<file path="src/design/array_linked_list_with_free_list_macros.svh">
// ---------------------------------------------------------------------------
// Assertion macros for the linked list block
// Shorthand for clocked concurrent checks on clk_i / rst_ni.
// ---------------------------------------------------------------------------
`ifndef ARRAY_LINKED_LIST_WITH_FREE_LIST_MACROS_SVH
`define ARRAY_LINKED_LIST_WITH_FREE_LIST_MACROS_SVH

// Check held off while reset is asserted.
`define ALFL_ASSERT(lbl, prop, msg) \
  lbl: assert property (@(posedge clk_i) disable iff (!rst_ni) prop) else $error(msg);

// Check that also holds during reset.
`define ALFL_ASSERT_ALWAYS(lbl, prop, msg) \
  lbl: assert property (@(posedge clk_i) prop) else $error(msg);

`endif

</file>
<file path="src/design/alfl_pkg.sv">
// ---------------------------------------------------------------------------
// alfl_pkg
// Operation and status codes and controller states for the list block.
// ---------------------------------------------------------------------------
package alfl_pkg;

  typedef enum logic [1:0] {
    OP_PUSH_FRONT = 2'd0,
    OP_PUSH_BACK  = 2'd1,
    OP_POP        = 2'd2
  } op_e;

  typedef enum logic [1:0] {
    STATUS_DONE  = 2'd0,
    STATUS_EMPTY = 2'd1,
    STATUS_FULL  = 2'd2
  } status_e;

  typedef enum logic [4:0] {
    ST_IDLE = 5'b00001,
    ST_TAKE = 5'b00010,
    ST_LINK = 5'b00100,
    ST_POP  = 5'b01000,
    ST_RESP = 5'b10000
  } state_e;

  localparam int unsigned DATA_W = 32;

endpackage

</file>
<file path="src/design/alfl_ram.sv">
// ---------------------------------------------------------------------------
// alfl_ram
// Single write port, single read port RAM with registered read data.
// ---------------------------------------------------------------------------
module alfl_ram #(
  parameter int unsigned DEPTH = 16,
  parameter int unsigned WIDTH = 32,
  parameter int unsigned AW    = 4
) (
  input  logic             clk_i,
  input  logic             we_i,
  input  logic [AW-1:0]    waddr_i,
  input  logic [WIDTH-1:0] wdata_i,
  input  logic             re_i,
  input  logic [AW-1:0]    raddr_i,
  output logic [WIDTH-1:0] rdata_o
);

  logic [WIDTH-1:0] mem_q [DEPTH];
  logic [WIDTH-1:0] rdata_q;

  always_ff @(posedge clk_i) begin
    if (we_i) begin
      mem_q[waddr_i] <= wdata_i;
    end
  end

  // read data holds until the next read
  always_ff @(posedge clk_i) begin
    if (re_i) begin
      rdata_q <= mem_q[raddr_i];
    end
  end

  assign rdata_o = rdata_q;

endmodule

</file>
<file path="src/design/array_linked_list_with_free_list.sv">
// Result: loaded into the result register from TAKE, POP or RESP after the input transfer
//   (from LINK for push at back onto a non-empty list); these wait while it is still full.
// Requests: one at a time; a new request is taken only in IDLE, once the previous
//   result has been loaded into the result register.
// Reset: head, tail and free list go to null, slot count to zero; node RAMs are
//   not cleared, as no entry is ever read before it is written.
// ---------------------------------------------------------------------------
// array_linked_list_with_free_list
// Singly linked list in a fixed node store, with a free list of popped nodes.
// ---------------------------------------------------------------------------
module array_linked_list_with_free_list
  import alfl_pkg::*;
#(
  parameter int unsigned CAPACITY    = 16,
  parameter int unsigned VALUE_WIDTH = 32
) (
  input  logic              clk_i,
  input  logic              rst_ni,
  // input request channel
  input  logic              s_axis_tvalid_i,
  output logic              s_axis_tready_o,
  input  logic [DATA_W-1:0] s_axis_tdata_i,  // [31:0] value_in
  input  logic [1:0]        s_axis_tuser_i,  // [1:0] operation
  // result channel
  output logic              m_axis_tvalid_o,
  input  logic              m_axis_tready_i,
  output logic [DATA_W-1:0] m_axis_tdata_o,  // [31:0] value_out
  output logic [1:0]        m_axis_tuser_o   // [1:0] status
);

`include "array_linked_list_with_free_list_macros.svh"

  // Index width holds every node index plus the null marker (CAPACITY).
  localparam int unsigned IW = $clog2(CAPACITY + 1);
  localparam int unsigned AW = (CAPACITY > 1) ? $clog2(CAPACITY) : 1;
  // Only the low 32 stored bits can ever reach the result port.
  localparam int unsigned SW = (VALUE_WIDTH > DATA_W) ? DATA_W : VALUE_WIDTH;
  localparam logic [IW-1:0] NIL = IW'(CAPACITY);

  // ---- control state ------------------------------------------------------
  state_e        state_q, state_d;
  logic [IW-1:0] head_q, head_d;
  logic [IW-1:0] tail_q, tail_d;
  logic [IW-1:0] free_q, free_d;
  logic [IW-1:0] slots_q, slots_d;

  // ---- request held while the node RAMs are worked on ---------------------
  op_e           op_q, op_d;
  logic [SW-1:0] val_q, val_d;
  logic [IW-1:0] idx_q, idx_d;
  logic          from_free_q, from_free_d;
  status_e       resp_q, resp_d;

  // ---- output register ----------------------------------------------------
  logic              m_valid_q, m_valid_d;
  logic [DATA_W-1:0] m_data_q, m_data_d;
  status_e           m_user_q, m_user_d;

  // ---- RAM ports ----------------------------------------------------------
  logic          value_we, value_re;
  logic [AW-1:0] value_waddr, value_raddr;
  logic [SW-1:0] value_wdata, value_rdata;
  logic          link_we, link_re;
  logic [AW-1:0] link_waddr, link_raddr;
  logic [IW-1:0] link_wdata, link_rdata;

  logic              in_xfer;
  logic              out_free;
  logic              store_full;
  logic [DATA_W-1:0] pop_value;

  alfl_ram #(
    .DEPTH (CAPACITY),
    .WIDTH (SW),
    .AW    (AW)
  ) u_value_ram (
    .clk_i   (clk_i),
    .we_i    (value_we),
    .waddr_i (value_waddr),
    .wdata_i (value_wdata),
    .re_i    (value_re),
    .raddr_i (value_raddr),
    .rdata_o (value_rdata)
  );

  alfl_ram #(
    .DEPTH (CAPACITY),
    .WIDTH (IW),
    .AW    (AW)
  ) u_link_ram (
    .clk_i   (clk_i),
    .we_i    (link_we),
    .waddr_i (link_waddr),
    .wdata_i (link_wdata),
    .re_i    (link_re),
    .raddr_i (link_raddr),
    .rdata_o (link_rdata)
  );

  // One request at a time; a finished result may still sit in the output
  // register while the next request is taken.
  assign s_axis_tready_o = (state_q == ST_IDLE);
  assign in_xfer         = s_axis_tvalid_i && s_axis_tready_o;
  assign out_free        = !m_valid_q || m_axis_tready_i;
  assign store_full      = (free_q >= NIL) && (slots_q >= NIL);

  // sign-extend the popped value to the port width
  always_comb begin
    for (int i = 0; i < DATA_W; i++) begin
      pop_value[i] = value_rdata[(i < SW) ? i : SW - 1];
    end
  end

  always_comb begin
    state_d     = state_q;
    head_d      = head_q;
    tail_d      = tail_q;
    free_d      = free_q;
    slots_d     = slots_q;
    op_d        = op_q;
    val_d       = val_q;
    idx_d       = idx_q;
    from_free_d = from_free_q;
    resp_d      = resp_q;

    m_valid_d = m_valid_q && !m_axis_tready_i;
    m_data_d  = m_data_q;
    m_user_d  = m_user_q;

    value_we    = 1'b0;
    value_re    = 1'b0;
    value_waddr = idx_q[AW-1:0];
    value_wdata = val_q;
    value_raddr = head_q[AW-1:0];
    link_we     = 1'b0;
    link_re     = 1'b0;
    link_waddr  = idx_q[AW-1:0];
    link_wdata  = NIL;
    link_raddr  = head_q[AW-1:0];

    case (state_q)
      ST_IDLE: begin
        if (in_xfer) begin
          op_d  = op_e'(s_axis_tuser_i);
          val_d = s_axis_tdata_i[SW-1:0];
          case (s_axis_tuser_i)
            OP_PUSH_FRONT, OP_PUSH_BACK: begin
              if (store_full) begin
                resp_d  = STATUS_FULL;
                state_d = ST_RESP;
              end else if (free_q < NIL) begin
                // reuse a freed node: its link names the next free one
                link_re     = 1'b1;
                link_raddr  = free_q[AW-1:0];
                idx_d       = free_q;
                from_free_d = 1'b1;
                state_d     = ST_TAKE;
              end else begin
                idx_d       = slots_q;
                from_free_d = 1'b0;
                state_d     = ST_TAKE;
              end
            end
            OP_POP: begin
              if (head_q >= NIL) begin
                resp_d  = STATUS_EMPTY;
                state_d = ST_RESP;
              end else begin
                value_re = 1'b1;
                link_re  = 1'b1;
                state_d  = ST_POP;
              end
            end
            default: begin
              // unused code: no effect
              resp_d  = STATUS_DONE;
              state_d = ST_RESP;
            end
          endcase
        end
      end

      ST_TAKE: begin
        if (out_free) begin
          value_we   = 1'b1;
          link_we    = 1'b1;
          link_wdata = (op_q == OP_PUSH_FRONT) ? head_q : NIL;
          if (from_free_q) begin
            free_d = (link_rdata > NIL) ? NIL : link_rdata;
          end else begin
            slots_d = slots_q + IW'(1);
          end
          if (op_q == OP_PUSH_FRONT) begin
            head_d = idx_q;
            if (tail_q >= NIL) begin
              tail_d = idx_q;
            end
            m_valid_d = 1'b1;
            m_data_d  = '0;
            m_user_d  = STATUS_DONE;
            state_d   = ST_IDLE;
          end else if (head_q >= NIL) begin
            head_d    = idx_q;
            tail_d    = idx_q;
            m_valid_d = 1'b1;
            m_data_d  = '0;
            m_user_d  = STATUS_DONE;
            state_d   = ST_IDLE;
          end else begin
            // old tail still has to point at the new node
            state_d = ST_LINK;
          end
        end
      end

      ST_LINK: begin
        if (out_free) begin
          link_we    = 1'b1;
          link_waddr = tail_q[AW-1:0];
          link_wdata = idx_q;
          tail_d     = idx_q;
          m_valid_d  = 1'b1;
          m_data_d   = '0;
          m_user_d   = STATUS_DONE;
          state_d    = ST_IDLE;
        end
      end

      ST_POP: begin
        if (out_free) begin
          // popped node goes to the front of the free list
          link_we    = 1'b1;
          link_waddr = head_q[AW-1:0];
          link_wdata = free_q;
          free_d     = head_q;
          if (link_rdata >= NIL) begin
            head_d = NIL;
            tail_d = NIL;
          end else begin
            head_d = link_rdata;
          end
          m_valid_d = 1'b1;
          m_data_d  = pop_value;
          m_user_d  = STATUS_DONE;
          state_d   = ST_IDLE;
        end
      end

      ST_RESP: begin
        if (out_free) begin
          m_valid_d = 1'b1;
          m_data_d  = '0;
          m_user_d  = resp_q;
          state_d   = ST_IDLE;
        end
      end

      default: begin
        state_d = ST_IDLE;
      end
    endcase
  end

  always_ff @(posedge clk_i or negedge rst_ni) begin
    if (!rst_ni) begin
      state_q   <= ST_IDLE;
      head_q    <= NIL;
      tail_q    <= NIL;
      free_q    <= NIL;
      slots_q   <= '0;
      m_valid_q <= 1'b0;
    end else begin
      state_q   <= state_d;
      head_q    <= head_d;
      tail_q    <= tail_d;
      free_q    <= free_d;
      slots_q   <= slots_d;
      m_valid_q <= m_valid_d;
    end
  end

  // payload registers, no reset
  always_ff @(posedge clk_i) begin
    op_q        <= op_d;
    val_q       <= val_d;
    idx_q       <= idx_d;
    from_free_q <= from_free_d;
    resp_q      <= resp_d;
    m_data_q    <= m_data_d;
    m_user_q    <= m_user_d;
  end

  assign m_axis_tvalid_o = m_valid_q;
  assign m_axis_tdata_o  = m_data_q;
  assign m_axis_tuser_o  = m_user_q;

  // ---- assertions -----------------------------------------------------------
  `ALFL_ASSERT(a_head_tail_null, (head_q == NIL) == (tail_q == NIL), "head/tail null mismatch")
  `ALFL_ASSERT_ALWAYS(a_no_write_idle, (state_q == ST_IDLE) |-> (!link_we && !value_we), "RAM written while idle")
  `ALFL_ASSERT(a_idle_hold, (state_q == ST_IDLE && !in_xfer) |=> (state_q == ST_IDLE), "left idle without transfer")
  `ALFL_ASSERT(a_index_range, (free_q <= NIL) && (slots_q <= NIL), "index beyond null marker")

endmodule

</file>
<file path="config.mk">
export PLATFORM = sky130hd
export DESIGN_NAME = array_linked_list_with_free_list
export DESIGN_NICKNAME = d
export VERILOG_FILES = /design/src/design/alfl_pkg.sv /design/src/design/alfl_ram.sv /design/src/design/array_linked_list_with_free_list.sv
export VERILOG_INCLUDE_DIRS = /design/src /design/src/design
export SDC_FILE = /design/constraint.sdc
export NUM_CORES = 1
export LEC_CHECK = 0
export BUFFER_PORTS_ARGS = -buffer_cell sky130_fd_sc_hd__buf_2
export CORE_UTILIZATION = 59
export DETAILED_ROUTE_END_ITERATION = 12
export GPL_ROUTABILITY_DRIVEN = 0
export PLACE_DENSITY = 0.82
export SLEW_MARGIN = 10
export SYNTH_ARGS = -nofsm -noshare
export SYNTH_HDL_FRONTEND = slang
export SYNTH_SLANG_ARGS = --single-unit
</file>
<file path="constraint.sdc">
create_clock -name clk_i -period 11.9 [get_ports clk_i]
set_input_delay 2.38 -clock clk_i [delete_from_list [all_inputs] [get_ports clk_i]]
set_output_delay 2.38 -clock clk_i [all_outputs]
set_load 0.005 [all_outputs]
</file>
Yosys cells after proc, flatten, opt, wreduce, memory -nomap -nowiden
Memory sizes are Yosys's and may differ from the RTL's. A register that Yosys moved wholly into a read port is not among the register bits.
Index checks and enable logic that the tools add are counted.
Widths: inputs -> output; s select.

word-level totals
  register bits after elaboration = 102
  latch bits = 0
  bits in writable memories = 592
  ROM bits = 0
  input bits = 38
  output and inout bits = 36
  memories = 2

operators by class
  add/sub/neg operators = 1
  multipliers = 0
  divide/modulo/power cells = 0
  magnitude comparators = 7
  equal/unequal tests = 21
  shift-type cells = 0
  muxes and demuxes = 77
  bitwise gates (word level) = 2
  reductions and logical operators = 27

memories
  memory             words  width  read ports  clocked after Yosys merged registers in  wr ports  line            text
  u_value_ram.mem_q  16     32     1           1                                        1         alfl_ram.sv:19  logic [WIDTH-1:0] mem_q [DEPTH];
  u_link_ram.mem_q   16     5      1           1                                        1         alfl_ram.sv:19

operators by type and width
  kind                 number
  $mux 32              5
  $mux 5               25
  $pmux 32 s3          1
  $pmux 5 s3           3
  $pmux 5 s2           3
  $mux 4               7
  $ge 5x5->1 const B   5
  $mux 1               19
  $ne 2x2->1 const B   8
  $reduce_and 4->1     4
  $mux 2               7
  $reduce_and 5->1     2
  $reduce_bool 3->1    3
  $ne 2x1->1 const B   4
  $pmux 4 s2           1
  $reduce_and 7->1     1
  $mux 3               2
  $ne 3x3->1 const B   2
  $pmux 2 s3           1
  $reduce_and 3->1     2
  $reduce_or 2->1      3
  $reduce_or 3->1      2
  $add 5x1->5 const B  1
  $eq 5x1->1 const B   1
  other kinds (17)     23

Logic depth before layout (Yosys ltp)
Gate-level depths: netlist of run 1.

  word-level depth = 6
  depth in mapped cells = 9
  gate-level depth less buffers = 7

Cells and area by module
A second synthesis of run 1 with hierarchy kept.

unflattened totals
  cell total of the unflattened synthesis = 1300
  area total of the unflattened synthesis = 27691.6 µm²

modules (own cells, without submodules)
  module                            times used  cells each  area an instance (µm²)  seq. area each (µm²)
  alfl_ram (u_value_ram)            1           838         20155.6                 16335.7
  array_linked_list_with_free_list  1           307         4272.8                  2937.8
  alfl_ram (u_link_ram)             1           155         3263.1                  2552.4

Worst setup path before layout of run 1
Ideal clock, no wire load.

  path kind = input -> register
  start point = input m_axis_tready_i
  end point = memory u_value_ram.mem_q[0][0] (enable)
  library setup time = 0.461 ns
  data arrival time = 5.255 ns
  required time = 11.439 ns
  path slack = 6.184 ns
  stages = 4
  cell sequence = nand2b_1 nand2_1 or3_1 nor3_1

between the ends
  cells in the longest elaborated chain, start to end = 5

RTL lines
  element                       line                                     text
  start, declared               array_linked_list_with_free_list.sv:26   input logic m_axis_tready_i,
  $logic_or 1x1->1              array_linked_list_with_free_list.sv:104  assign out_free = !m_valid_q || m_axis_tready_i;
  $mux 1                        array_linked_list_with_free_list.sv:184  if (out_free) begin
  $mux 1                        array_linked_list_with_free_list.sv:141  case (state_q)
  $mux 1                        alfl_ram.sv:23                           if (we_i) begin
  $mux 1 (not written as such)  alfl_ram.sv:24                           mem_q[waddr_i] <= wdata_i;
  end, declared                 alfl_ram.sv:19

Every way passes these cells.

Final worst setup path of run 1
  start point = input m_axis_tready_i
  end point = memory u_value_ram.mem_q[15][25] (enable)

Same word-level chain as after synthesis.

==> flow_summary.yaml, run 1 <==
yosys:
  synth_top_family_by_area: "multiplexers"
  synth_area_um2: 28400
  synth_xor_area_share_pct: 0.185
  postSynthAreaPerCell_um2: 20.5
  synth-seq-cells: 731
  ys_async_sr_fraction_pct: 3.56
  syn_nets: 1423
  ys_warn_count: 0
  yosys.area_share.simple_pct: 3.64
  synthMuxAreaShare_pct: 14.4
  synth_cells: 1384
  synth-edff-count: 705
  synth_fa_ha_area_share_pct: 0.0440
  synth-seq-area-share_pct: 76.8
  ys.flop_type: "edfxtp_1"
  synth_compound_area_share_pct: 3.51
  synthDistinctLibCells: 55
timing:
  hold_viol: 0
  slew_headroom_pct: 13.5
  drv_slew: 0
  period_minus_slack_ns: 4.32
  skew_ns: 0.0240
  rsz0062_at_grt: "no"
  max_slew.worst_pin.slew_ns: 1.30
  fmaxAchievable_ghz: 0.231
  setup_viol: 0
  finalCritPeriodShare_pct: 36.3
  tns_ns: 0
cells_and_area:
  drive_gt1_share_pct: 26.7
  syn_to_final_growth_pct: 12.0
  layout.nets: 1514
  diodes: 0
floorplanning:
  start_util_pct: 59.7
  io_pins: 74
  fp.dieW_um: 221
  row_count: 80
  design.core.area_um2: 47600
  die_h_um: 221
  die_area_um2: 49100
detailed_routing:
  drt-initial-drc-count: 1893
  vias: 14567
  via_per_inst: 6.79
  wl_per_cell_um: 30.4
  drc: 0
  ant_nets: 0
  finalWirelength_um: 65200
  drt-pass1-iter-count: 6
power_and_ir_drop:
  total_power_mw: 6.96
  power.leakage_nw: 10.3
  peakVddDrop_v: 0.000167
  cellPowerDensity_nw_per_um2: 219
worst_setup_path:
  r2r-start: "head_q[0]"
  crit_end: "u_value_ram.mem_q[15][25]"
  slowest_delay_ns: 1.12
  startpoint: "m_axis_tready_i"
  crit_slowest_cell: "nor2_4"
  path_delay_family: "simple AND/OR/NAND/NOR gates"
  path_max_fanout: 32
  r2r_cells: 4
  cp_num_buf_inv: 2
  cp_cell_sequence: "buf_2 > nor2b_1 > buf_4 > nor2_1 > nand3_1 > nor2_4"
  worstSetupPathType: "input pin to flip-flop"
  reg2reg_to: "u_value_ram.rdata_o[12]"
  critPathRequiredTime_ns: 12.11
  worstPathArrival_ns: 4.53
  cp-start-kind: "input pin"
  critical_path_depth: 6
  ff2ff_setup_slack_ns: 8.12
  end_kind: "flip-flop"
clocking:
  insertion_delay_ns: 0.61
  clock-sinks: 731
  cts_setup_buffers: 0
  ctsResizeCount: 0
  cts_buffer_depth: 3
  clk_pin_slew_worst_paths_ns: 0.06
  cts_tree: "yes"
  clk_root_buffer_cell: "clkbuf_16"
  cts_buffers: 72
  ctsHtreeMaxLevel: 3
  cts_hold_buf: 0
place:
  numPortBuffers: 73
  dp.final_hpwl_um: 33600
global_routing:
  grt_pass1_vias: 14886
  overflow: 0
  grt_use_total_pct: 26.7
  antenna_found_initial: 0
  grt_pass1_wl_um: 95200
  grt_max_degree: 70
worst_hold_path:
  holdCritPathClass: "flip-flop to flip-flop"
status:
  status: "finished clean"
run:
  drv_cap: 0
flip-flops by register name (all words and copies together) (netlist names):
signal               flops
idx_q                    5
m_axis_tvalid_o          1
state_q                  5
head_q                   5
m_axis_tdata_o          32
u_link_ram.rdata_o       5
m_axis_tuser_o           2
resp_q                   2
u_value_ram.mem_q      512
slots_q                  5
from_free_q              1
u_value_ram.rdata_o     32
tail_q                   5
op_q                     2
free_q                   5
u_link_ram.mem_q        80
val_q                   32
cells by family (layout without fill, tap and decap cells):
kind of cell             count (synthesis)  in the layout
AND/OR/NAND/NOR                        194            194
flip-flops                             731            731
AO/OA/AOI/OAI                          150            150
XOR/XNOR                                 6              6
buffers and inverters                   96            242
adder cells (fa/ha/maj)                  1              1
multiplexers                           206            206
report_power, final:
| part | switching (mW) | total, mW | leakage (nW) | internal [mW] |
|---|---|---|---|---|
| Combinational | 0.702 | 1.37 | 2.46 | 0.667 |
| Sequential | 0.244 | 3.34 | 6.70 | 3.10 |
| Clock | 0.958 | 2.25 | 1.11 | 1.29 |
worst min path at each step:
stage,start,endpoint,slack [ns],cells after the start
6_report,slots_q[4],slots_q[4],0.48,1
5_1_grt,slots_q[4],slots_q[4],0.52,1
4_1_cts,slots_q[4],slots_q[4],0.48,1
3_5_place_dp,slots_q[4],slots_q[4],0.46,1
3_3_place_gp,slots_q[4],slots_q[4],0.46,1
2_1_floorplan,slots_q[4],slots_q[4],0.44,1
area by class of cell:
| class | instances | area (um^2) |
|---|---|---|
| Clock inverter | 43 | 404 |
| Timing Repair Buffer | 94 | 556 |
| Sequential cell | 731 | 21800 |
| Multi-Input combinational cell | 557 | 6310 |
| Clock buffer | 86 | 1900 |
| Tap cell | 615 | 769 |
| Inverter | 19 | 71.3 |
| Fill cell | 2837 | 15800 |
synth_stat cells (9+ instances only):
master      n  area share [%]
edfxtp_1  705              74
mux4_2    160              13
nor2_1     49            0.65
clkbuf_1   43            0.57
and2_1     35            0.77
a21oi_1    34            0.60
nand2_1    34            0.45
o21ai_0    33            0.58
mux2i_1    32             1.1
dfrtp_1    22             1.9
nor3_1     21            0.37
buf_2      20            0.35
inv_1      18            0.24
nor3b_1    16            0.42
a21o_1     15            0.40
mux2_2     14            0.55
o22ai_1    11            0.24
a311oi_1   10            0.31
nand3_1     9            0.16
routing by layer:
layer / vias up / GRT usage (%) / part of all wire [%]
met5: - / 0 / 0
met4: 0 / 9.16 / 2.9
met3: 163 / 4.35 / 8.6
met2: 1016 / 45.6 / 51
met1: 7509 / 35.6 / 37
li1: 5879 / - / -
cells in the final DEF, fill, tap and decap left out, types with 4 or more instances in the layout:
| cell | count |
|---|---|
| a211o_1 | 5 |
| a21boi_0 | 5 |
| a21o_1 | 15 |
| a21oi_1 | 34 |
| a222oi_1 | 5 |
| a22oi_1 | 8 |
| a311oi_1 | 10 |
| and2_1 | 35 |
| buf_2 | 73 |
| buf_4 | 19 |
| bufinv_16 | 7 |
| clkbuf_1 | 12 |
| clkbuf_16 | 74 |
| clkinv_1 | 16 |
| clkinv_2 | 11 |
| clkinvlp_4 | 6 |
| dfrtp_1 | 19 |
| dfstp_2 | 4 |
| edfxtp_1 | 705 |
| inv_1 | 16 |
| mux2_2 | 14 |
| mux2i_1 | 32 |
| mux4_2 | 160 |
| nand2_1 | 34 |
| nand2b_1 | 5 |
| nand3_1 | 9 |
| nand3b_1 | 7 |
| nor2_1 | 37 |
| nor2_4 | 12 |
| nor3_1 | 17 |
| nor3_2 | 4 |
| nor3b_1 | 16 |
| o21ai_0 | 29 |
| o22ai_1 | 11 |
| o31ai_1 | 4 |
| xnor2_1 | 4 |
per-stage QoR:
step | utilization (%) | setup slack (ns) | instance area, um^2 | cells | hold slack [ns]
6_report | 66.8 | 7.58 | 31800 | 2145 | 0.484
3_3_place_gp | 61.9 | 7.14 | 29500 | 2014 | 0.457
4_1_cts | 66.7 | 7.62 | 31800 | 2143 | 0.483
5_1_grt | 66.8 | 7.53 | 31800 | 2145 | 0.524
2_1_floorplan | - | 6.18 | 28400 | 1384 | 0.438
3_5_place_dp | 61.9 | 7.01 | 29500 | 2014 | 0.463
Power figures use the tool's default switching activity.
==> inputs of run 2 (changes only) <==
ABC_AREA = 1   (was default)
clock period = 4.2 ns   (was 11.9 ns; I/O delays follow)
==> flow_summary.yaml, run 2 <==
worst_setup_path:
  startpoint: "m_axis_tvalid_o"
  worstSetupPathType: "flip-flop to flip-flop"
  path_max_fanout: 12
  end_kind: "flip-flop"
  cp-start-kind: "flip-flop"
  critPathRequiredTime_ns: 4.47
  worstPathArrival_ns: 3.44
  r2r-start: "m_axis_tvalid_o"
cells_and_area:
  reg_top3: "u_value_ram.mem_q (512), u_link_ram.mem_q (80)"
  final_core_util_pct: 67.0
  final_common_cell: "edfxtp_1"
  drive_gt1_share_pct: 11.9
  layout.nets: 2252
  diodes: 0
  syn_to_final_growth_pct: 11.5
  n_fill_cell: 3030
  regMostFlops: "u_value_ram.mem_q"
  largest_reg_flops: 512
  mostFrequentLayoutCells: "705 x edfxtp_1, 326 x nor2_1, 280 x o21ai_0"
clocking:
  ctsResizeCount: 0
  clock-sinks: 731
  cts_buffers: 72
  clk_root_buffer_cell: "clkbuf_16"
  cts_hold_buf: 0
  cts_buffer_depth: 3
  cts_setup_buffers: 0
  ctsHtreeMaxLevel: 3
  cts_tree: "yes"
  clk_pin_slew_worst_paths_ns: 0.06
  insertion_delay_ns: 0.64
timing:
  setup_viol: 0
  hold_viol: 0
  max_slew.worst_pin.slew_ns: 1.13
  drv_slew: 0
  fmaxAchievable_ghz: 0.315
  slew_headroom_pct: 24.9
  finalCritPeriodShare_pct: 75.5
  rsz0062_at_grt: "no"
  skew_ns: 0.0336
  period_minus_slack_ns: 3.17
  tns_ns: 0
place:
  dp.final_hpwl_um: 35700
  numPortBuffers: 73
yosys:
  yosys.area_share.simple_pct: 10.3
  synthDistinctLibCells: 39
  synth-seq-cells: 731
  synth_area_um2: 28800
  yosys-top-cells-count: "705 x edfxtp_1, 343 x nor2_1, 280 x o21ai_0"
  postSynthAreaPerCell_um2: 13.3
  synth-seq-area-share_pct: 75.8
  synth_most_common_cell: "edfxtp_1"
  yosys.area.top_type_share_pct: 73.5
  synth_xor_area_share_pct: 0.122
  synth_top_area_cell: "edfxtp_1"
  ys.flop_type: "edfxtp_1"
  ys_warn_count: 0
  synth_cells: 2163
  synth_compound_area_share_pct: 10.0
  synthMuxAreaShare_pct: 0.0391
  synth_area_leaders: "edfxtp_1 74%, o21ai_0 4.9%, nor2_1 4.5%"
  ys_async_sr_fraction_pct: 3.56
  synth_top_family_by_area: "simple AND/OR/NAND/NOR gates"
  syn_nets: 2202
  synth-edff-count: 705
  synth_fa_ha_area_share_pct: 0.0435
detailed_routing:
  wl_per_cell_um: 23.5
  drc: 0
  vias: 18598
  ant_nets: 0
  finalWirelength_um: 67800
  drt-pass1-iter-count: 6
  via_per_inst: 6.45
  drt-initial-drc-count: 2730
global_routing:
  grt_max_degree: 257
  grt_pass1_wl_um: 102000
  grt_use_total_pct: 27.4
  grt_pass1_vias: 18083
  overflow: 0
  antenna_found_initial: 0
power_and_ir_drop:
  switching_share_pct: 34.1
  cellPowerDensity_nw_per_um2: 654
  share_seq_of_total_power_pct: 44.1
  p_clk_share_pct: 29.6
  peakVddDrop_v: 0.000682
  combPwrFrac_pct: 26.3
  power.leakage_nw: 11.1
  internal-power_mw: 13.8
  power.switching_mw: 7.15
worst_hold_path:
  holdCritPathClass: "input pin to async pin"
floorplanning:
  fp.dieW_um: 223
  row_count: 80
  die_h_um: 223
  design.core.area_um2: 47900
  start_util_pct: 60.0
  io_pins: 74
  die_area_um2: 49700
status:
  status: "finished clean"
run:
  drv_cap: 0
[run 2: cell types whose count changed after synthesis, moves of 46 or more]
cell      change
nand2_1     +155
o221ai_1    +100
nor2_1      +294
mux4_2      -160
inv_1        +93
o21ai_0     +247
nand3_1     +131
clkbuf_1     +46
[run 2: through the flow]
step,setup slack [ns],total power [mW],cells,area (um^2),hold WS [ns]
2_1_floorplan,1.21,13.0,2163,28800,0.445
3_3_place_gp,0.697,14.4,2754,29900,0.462
3_5_place_dp,0.546,14.7,2754,29900,0.462
4_1_cts,1.10,20.9,2885,32100,0.234
5_1_grt,0.780,21.8,2885,32100,0.269
6_report,1.03,21.0,2885,32100,0.233
[run 2: critical path, stage by stage, from the launching register on]
cell and delay, ns:
dfrtp_1 0.34, inv_1 0.04, nor2_1 0.72, inv_1 0.40, nand2_1 0.13, o21ai_0 0.10
nand2_1 0.09, o21ai_0 0.07, nor2_1 0.24, nand3_1 0.27, nor2_1 0.43
[run 2: routing by layer]
metal  global-route usage (%)  share of wire (%)  up-vias
li1                         -                  -     8052
met1                     35.8                 37     8999
met2                     44.5                 48     1296
met3                     5.29                 10      251
met4                     13.2                4.4        0
met5                        0                  0        -
[run 2: worst paths after layout]
path / slack (ns) / cells past startpoint / to
max in group asynchronous: 3.48 / 1 / head_q[1]
worst max register to register: 1.03 / 10 / u_link_ram.mem_q[2][0]
min in group clk_i: 0.38 / 1 / val_q[14]
worst max-delay path: 1.03 / 10 / u_link_ram.mem_q[2][0]
worst min register to register: 0.47 / 1 / slots_q[4]
worst min-delay path: 0.23 / 1 / tail_q[2]
[run 2: cells by family after synthesis]
group	count (synthesis)
flip-flops	731
AND/OR/NAND/NOR	698
AO/OA/AOI/OAI	471
buffers and inverters	257
XOR/XNOR	4
multiplexers	1
adder cells (fa/ha/maj)	1
[run 2: layout make-up]
class / count / area (um^2) / share of cell area, %
multi-input combinational: 1175 / 6050 / 18.8
tap: 615 / 769 / 2.40
clock buffer: 88 / 1880 / 5.86
sequential: 731 / 21800 / 68.0
timing repair buffer: 108 / 728 / 2.27
inverter: 125 / 474 / 1.48
clock inverter: 43 / 374 / 1.17
[run 2: power groups by stage]
stage	clock network (mW)	registers (mW)	logic [mW]
2_1_floorplan	0	9.15	3.88
4_1_cts	6.26	9.23	5.42
6_report	6.21	9.25	5.52
3_3_place_gp	0	9.34	5.08
3_5_place_dp	0	9.38	5.35
5_1_grt	6.54	9.28	5.99
